==> src/rtl/tspr_pkg.sv <==
`timescale 1ns / 1ps
// ---------------------------------------------------------------------------
// tspr_pkg
// shared constants, command and status types for the pixel renderer
// ---------------------------------------------------------------------------
package tspr_pkg;

  localparam int unsigned SpriteCountDef = 64;
  localparam int unsigned MemAddrBitsDef = 16;

  localparam logic [16:0] VisibleTicks = 17'd61440;
  localparam logic [16:0] FrameTicks   = 17'd81920;

  localparam logic [15:0] PalMapBase  = 16'h2E98;
  localparam logic [15:0] TileMapBase = 16'h3000;
  localparam logic [15:0] BgPalBase   = 16'h33C0;
  localparam logic [15:0] SpPalBase   = 16'h33E0;

  localparam logic [2:0] RegBgBase   = 3'd0;
  localparam logic [2:0] RegSpBase   = 3'd1;
  localparam logic [2:0] RegSpPage   = 3'd2;
  localparam logic [2:0] RegDefColor = 3'd3;
  localparam logic [2:0] RegScrollH  = 3'd4;
  localparam logic [2:0] RegScrollV  = 3'd5;

  // datapath operations: idle, clear, write, tick and the memory read steps
  typedef enum logic [3:0] {
    OP_IDLE,
    OP_CLEAR,
    OP_WRITE,
    OP_TICK,
    OP_PAL0,
    OP_PAL1,
    OP_TILE,
    OP_BGLO,
    OP_BGHI,
    OP_BGPAL,
    OP_SPX,
    OP_SPY,
    OP_SPCTL,
    OP_SPID,
    OP_SPLO,
    OP_SPHI
  } op_e;

  typedef struct packed {
    op_e op;
    logic [5:0] sprite;
  } cmd_t;

  typedef struct packed {
    logic blank;
    logic tile_zero;
    logic sp_hit;
    logic clear_done;
  } stat_t;

  function automatic logic [23:0] rgb_lookup(input logic [5:0] c);
    logic [23:0] t [64];
    t = '{24'h464646, 24'h00065a, 24'h000678, 24'h020673, 24'h35034c, 24'h57000e,
          24'h5a0000, 24'h410000, 24'h120200, 24'h001400, 24'h001e00, 24'h001e00,
          24'h001521, 24'h000000, 24'h000000, 24'h000000, 24'h9d9d9d, 24'h004ab9,
          24'h0530e1, 24'h5718da, 24'h9f07a7, 24'hcc0255, 24'hcf0b00, 24'ha42300,
          24'h5c3f00, 24'h0b5800, 24'h006600, 24'h006713, 24'h005e6e, 24'h000000,
          24'h000000, 24'h000000, 24'hfeffff, 24'h1f9eff, 24'h5376ff, 24'h9865ff,
          24'hfc67ff, 24'hff6cb3, 24'hff7466, 24'hff8014, 24'hc49a00, 24'h71b300,
          24'h28c421, 24'h00c874, 24'h00bfd0, 24'h2b2b2b, 24'h000000, 24'h000000,
          24'hfeffff, 24'h9ed5ff, 24'hafc0ff, 24'hd0b8ff, 24'hfebfff, 24'hffc0e0,
          24'hffc3bd, 24'hffca9c, 24'he7d58b, 24'hc5df8e, 24'ha6e6a3, 24'h94e8c5,
          24'h92e4eb, 24'ha7a7a7, 24'h000000, 24'h000000};
    return t[c];
  endfunction

endpackage

==> src/rtl/tspr_ctrl.sv <==
`timescale 1ns / 1ps
// ---------------------------------------------------------------------------
// tspr_ctrl
// sequencer: clearing pass, writes, background fetch and sprite scan
// ---------------------------------------------------------------------------
module tspr_ctrl #(
  parameter int unsigned SpriteCount = tspr_pkg::SpriteCountDef
) (
  input  logic            clk_i,
  input  logic            rst_ni,
  input  logic            in_valid_i,
  input  logic            in_action_i,
  output logic            in_stall_o,
  input  logic            out_busy_i,
  output logic            out_load_o,
  input  tspr_pkg::stat_t stat_i,
  output tspr_pkg::cmd_t  cmd_o
);

  localparam logic [3:0] S_CLEAR = 4'd0;
  localparam logic [3:0] S_IDLE  = 4'd1;
  localparam logic [3:0] S_PAL0  = 4'd2;
  localparam logic [3:0] S_PAL1  = 4'd3;
  localparam logic [3:0] S_TILE  = 4'd4;
  localparam logic [3:0] S_BGLO  = 4'd5;
  localparam logic [3:0] S_BGHI  = 4'd6;
  localparam logic [3:0] S_BGPAL = 4'd7;
  localparam logic [3:0] S_SPX   = 4'd8;
  localparam logic [3:0] S_SPY   = 4'd9;
  localparam logic [3:0] S_SPCTL = 4'd10;
  localparam logic [3:0] S_SPID  = 4'd11;
  localparam logic [3:0] S_SPLO  = 4'd12;
  localparam logic [3:0] S_SPHI  = 4'd13;
  localparam logic [3:0] S_SPPAL = 4'd14;
  localparam logic [3:0] S_DONE  = 4'd15;

  localparam logic [5:0] LastSprite = 6'(SpriteCount - 1);

  logic [3:0] state_q, state_d;
  logic [5:0] spr_q, spr_d;
  logic       take;

  assign in_stall_o = (state_q != S_IDLE) || (!in_action_i && out_busy_i);
  assign take       = in_valid_i && !in_stall_o;

  always_comb begin
    state_d    = state_q;
    spr_d      = spr_q;
    cmd_o.op   = tspr_pkg::OP_IDLE;
    cmd_o.sprite = spr_q;
    out_load_o = 1'b0;
    unique case (state_q)
      S_CLEAR: begin
        cmd_o.op = tspr_pkg::OP_CLEAR;
        if (stat_i.clear_done) state_d = S_IDLE;
      end
      S_IDLE: begin
        if (take) begin
          if (in_action_i) begin
            cmd_o.op = tspr_pkg::OP_WRITE;
          end else begin
            cmd_o.op = tspr_pkg::OP_TICK;
            state_d  = S_PAL0;
          end
        end
      end
      S_PAL0: begin
        if (stat_i.blank) begin
          state_d = S_DONE;
        end else begin
          cmd_o.op = tspr_pkg::OP_PAL0;
          state_d  = S_PAL1;
        end
      end
      S_PAL1: begin
        cmd_o.op = tspr_pkg::OP_PAL1;
        state_d  = S_TILE;
      end
      S_TILE: begin
        cmd_o.op = tspr_pkg::OP_TILE;
        state_d  = S_BGLO;
      end
      S_BGLO: begin
        // tile byte is in the datapath now
        spr_d = '0;
        if (stat_i.tile_zero) begin
          state_d = S_SPX;
        end else begin
          cmd_o.op = tspr_pkg::OP_BGLO;
          state_d  = S_BGHI;
        end
      end
      S_BGHI: begin
        cmd_o.op = tspr_pkg::OP_BGHI;
        state_d  = S_BGPAL;
      end
      S_BGPAL: begin
        cmd_o.op = tspr_pkg::OP_BGPAL;
        state_d  = S_SPX;
      end
      S_SPX: begin
        cmd_o.op = tspr_pkg::OP_SPX;
        state_d  = S_SPY;
      end
      S_SPY: begin
        cmd_o.op = tspr_pkg::OP_SPY;
        state_d  = S_SPCTL;
      end
      S_SPCTL: begin
        cmd_o.op = tspr_pkg::OP_SPCTL;
        state_d  = S_SPID;
      end
      S_SPID: begin
        cmd_o.op = tspr_pkg::OP_SPID;
        state_d  = S_SPLO;
      end
      S_SPLO: begin
        if (stat_i.sp_hit) begin
          cmd_o.op = tspr_pkg::OP_SPLO;
          state_d  = S_SPHI;
        end else begin
          state_d = S_SPPAL;
        end
      end
      S_SPHI: begin
        cmd_o.op = tspr_pkg::OP_SPHI;
        state_d  = S_SPPAL;
      end
      S_SPPAL: begin
        // palette byte lands next cycle, taken only for an opaque texel
        if (spr_q == LastSprite) begin
          state_d = S_DONE;
        end else begin
          spr_d   = spr_q + 6'd1;
          state_d = S_SPX;
        end
      end
      S_DONE: begin
        out_load_o = 1'b1;
        state_d    = S_IDLE;
      end
      default: state_d = S_IDLE;
    endcase
  end

  always_ff @(posedge clk_i or negedge rst_ni) begin
    if (!rst_ni) begin
      state_q <= S_CLEAR;
      spr_q   <= '0;
    end else begin
      state_q <= state_d;
      spr_q   <= spr_d;
    end
  end

endmodule

==> config.mk <==
export PLATFORM = sky130hd
export DESIGN_NAME = tspr_ctrl
export DESIGN_NICKNAME = d
export VERILOG_FILES = /design/src/rtl/tspr_pkg.sv /design/src/rtl/tspr_ctrl.sv
export SDC_FILE = /design/constraint.sdc
export NUM_CORES = 1
export LEC_CHECK = 0
export BUFFER_PORTS_ARGS = -buffer_cell sky130_fd_sc_hd__buf_4
export CORE_MARGIN = 2
export CORE_UTILIZATION = 55
export CTS_CLUSTER_DIAMETER = 60
export CTS_CLUSTER_SIZE = 16
export DETAILED_ROUTE_END_ITERATION = 6
export PLACE_DENSITY = 0.82
export SLEW_MARGIN = 20
export SYNTH_ARGS = -nofsm -noshare
export SYNTH_HDL_FRONTEND = slang
export SYNTH_SLANG_ARGS = --single-unit
==> constraint.sdc <==
create_clock -name clk_i -period 2.9 [get_ports clk_i]
set_input_delay 0.58 -clock clk_i [delete_from_list [all_inputs] [get_ports clk_i]]
set_output_delay 0.58 -clock clk_i [all_outputs]
set_load 0.02 [all_outputs]
==> summary.md <==
| Metric | Value |
|---|---|
| Die area | `0.00183 mm2` |
| Antenna Cells | `0` |
| DR WL/cell | `14.7 um` |
| Reg clk slew, reported paths | `0.07 ns` |
| Multiplexer share of the synthesized area | `2.58%` |
| Final instance area | `977 um2` |
| GRT overflow | `0` |
| CP Max Fanout | `20` |
| Clock sink total | `10` |
| First-pass GRT wire length | `2840 um` |
| Crit path kind | `reg2out` |
| Skew-Pair Late Insertion Delay | `0.27 ns` |
| Setup bufs post-CTS | `0` |
| Critical Path RT | `2.32 ns` |
| Synth area leaders | `dfrtp_1 (30%), nand2_1 (3.6%), o21ai_0 (3.0%), nand4b_4 (2.9%), buf_6 (2.7%)` |
| Top cell type by total area after synthesis | `dfrtp_1` |
| DR iter-0 viols | `21` |
| Nets | `119` |
| Power per cell area | `1080 mW/mm2` |
| Post-route ant nets | `0` |
| Setup tns final | `0 ns` |
| Grt met3 use | `5.11%` |
| Initial Util | `61.1%` |
| Synth warn | `0` |
| Std-Cell Rows | `13` |
| CTS Buffer Depth | `2` |
| Die Wd | `42.7 um` |
| Layout cells sized above 1 | `29.6%` |
| Syn avg cell area | `8.96 um2` |
| Crit. End Element | `output port` |
| Placer Congestion | `0.778` |
| Share of the synthesized area in the top cell type | `30.3%` |
| Number of global-route vias before repair | `624` |
| Met2 Track Usage GR | `30.9%` |
| EDFF count, synth | `0` |
| Max-cap violations | `0` |
| Initial antenna violation count | `0` |
| Setup-failing EPs final | `0` |
| Drt drc | `0` |
| Worst clock skew | `0.00515 ns` |
| Post-Syn Instances | `92` |
| Xor and xnor area share after synthesis | `2.12%` |
| Die height | `42.7 um` |
| CTS H-tree lvls | `1` |
| Total Power | `1.05 mW` |
| Post_cts resized | `0` |
| Area after DPL | `941 um2` |
| Post-layout min period | `2.38 ns` |
| Core area | `0.00135 mm2` |
| Min-delay worst type | `in2async` |
| Critical Path AT | `1.80 ns` |
| Vias | `793` |
| Pin count of the biggest net entering global routing | `23` |
| Vias per inst | `6.45` |
| Total Wirelength | `1810 um` |
| CTS tree | `yes` |
| Register area share after synthesis | `30.3%` |
| Mapped Area | `825 um2` |
| Fin crit share | `82.0%` |
| Post-synth ARST share | `100%` |
| CTS buffer count | `3` |
| GRT busiest layer | `met2` |
| Slew margin rel. | `59.4%` |
| Slew Limit Fails | `0` |
| Largest family of logic cells by synthesized area | `compound AO/OA/AOI/OAI gates` |
| Startpoint Class | `register` |
| Register-to-register setup slack | `1.14 ns` |
| Fmax | `0.420 GHz` |
| Tot GR Track Use | `20.2%` |
| Layout Utilization | `72.4%` |
| Yosys cell types | `47` |
| PortBufs | `20` |
| I/O pin count | `21` |
| Synth Area in Adders | `1.52%` |
| Final Hold Viols | `0` |
| Final HPWL DP | `1330 um` |
| Slew of the pin with the lowest slew margin | `0.609 ns` |
| Lkg Pwr | `0.429 nW` |
| Maximum VDD drop | `0.791 mV` |
| Synth Flop Type | `dfrtp_1` |
| Post-synthesis simple-gate area fraction | `27.9%` |
| Status | `completed` |
| Area growth syn-to-layout | `18.5%` |
| Root Buffer Master | `clkbuf_4` |
| Yosys reg bits | `10` |
| Drt pass-1 iters | `4` |
| Syn Nets | `102` |
| Compound-Gate Fraction of Synth Area | `28.7%` |
| RSZ-0062 raised after global routing | `false` |
| Routing usage on met1 | `28.1%` |
| CTS Hold Bufs | `0` |
[flip-flops by register name, indices dropped and copies added (netlist names)]
register	flops
spr_q	6
state_q	4
[Yosys cell counts, types with 2 or more instances]
master / n
a311oi_1: 2
a21oi_1: 4
buf_2: 3
nor2_1: 6
nand2b_1: 3
a31oi_1: 2
xnor2_1: 2
o21ai_0: 5
clkbuf_1: 2
nand2_1: 8
nand3_1: 4
dfrtp_1: 10
nand3b_1: 2
a21o_1: 2
nor2b_1: 2
nor3_1: 2
buf_6: 2
a22o_1: 2
[where the power goes]
part	total [mW]	internal, mW	leakage, nW	switching, mW
Clock	0.128	0.0763	0.0210	0.0517
Combinational	0.561	0.295	0.283	0.266
Sequential	0.361	0.189	0.125	0.172
Total	1.05	0.560	0.429	0.490
[cells in the final DEF, fill, tap and decap left out, types with 3 or more instances in the layout]
master / Yosys / final
a21oi_1: 4 / 4
buf_4: 1 / 20
clkbuf_4: 0 / 3
dfrtp_1: 10 / 10
nand2_1: 8 / 8
nand2b_1: 3 / 3
nand3_1: 4 / 4
nor2_1: 6 / 6
o21ai_0: 5 / 5
[layout make-up]
cell class | instances | area (um2)
Inverter | 1 | 3.75
Fill cell | 107 | 373
Tap cell | 15 | 18.8
Multi-Input combinational cell | 73 | 518
Clock buffer | 4 | 36.3
Timing Repair Buffer | 20 | 150
Sequential cell | 10 | 250
[logic make-up (layout without fill, tap and decap cells)]
logic type	Yosys count	count (layout)
and+or+nand+nor	37	37
AOI/OAI and AO/OA	31	31
DFF	10	10
buffers and inverters	9	25
xor gates and xnor gates	2	2
muxes	2	2
adders and majority gates	1	1
[through the flow]
stage	std cells	setup WS (ns)	hold slack, ns
floorplan	92	1.08	0.284
global placement	119	0.826	0.414
detailed placement	119	0.819	0.413
CTS	123	0.524	0.124
global route	123	0.383	0.118
finish	123	0.522	0.119
[final timing paths]
check / depth (start not counted) / startpoint / endpoint
max: 5 / state_q[2] / cmd_o[6]
min: 1 / rst_ni / spr_q[2]
max reg2reg: 4 / state_q[2] / spr_q[0]
min reg2reg: 1 / spr_q[0] / spr_q[0]
max in group asynchronous: 1 / rst_ni / spr_q[4]
min in group clk_i: 1 / spr_q[0] / spr_q[0]
[critical path, cell delays in order, from the launching register on]
cell	delay, ns
dfrtp_1	0.61
nor3_1	0.31
and3_1	0.24
nand3b_1	0.09
o211ai_1	0.09
buf_4	0.17
[metal layers]
metal	share of wire, %	routed length, um
met1	46	833
met2	48	866
met3	5.0	91
met4	0.83	15
met5	0	0
No activity file was read; power rests on OpenSTA's default activity.
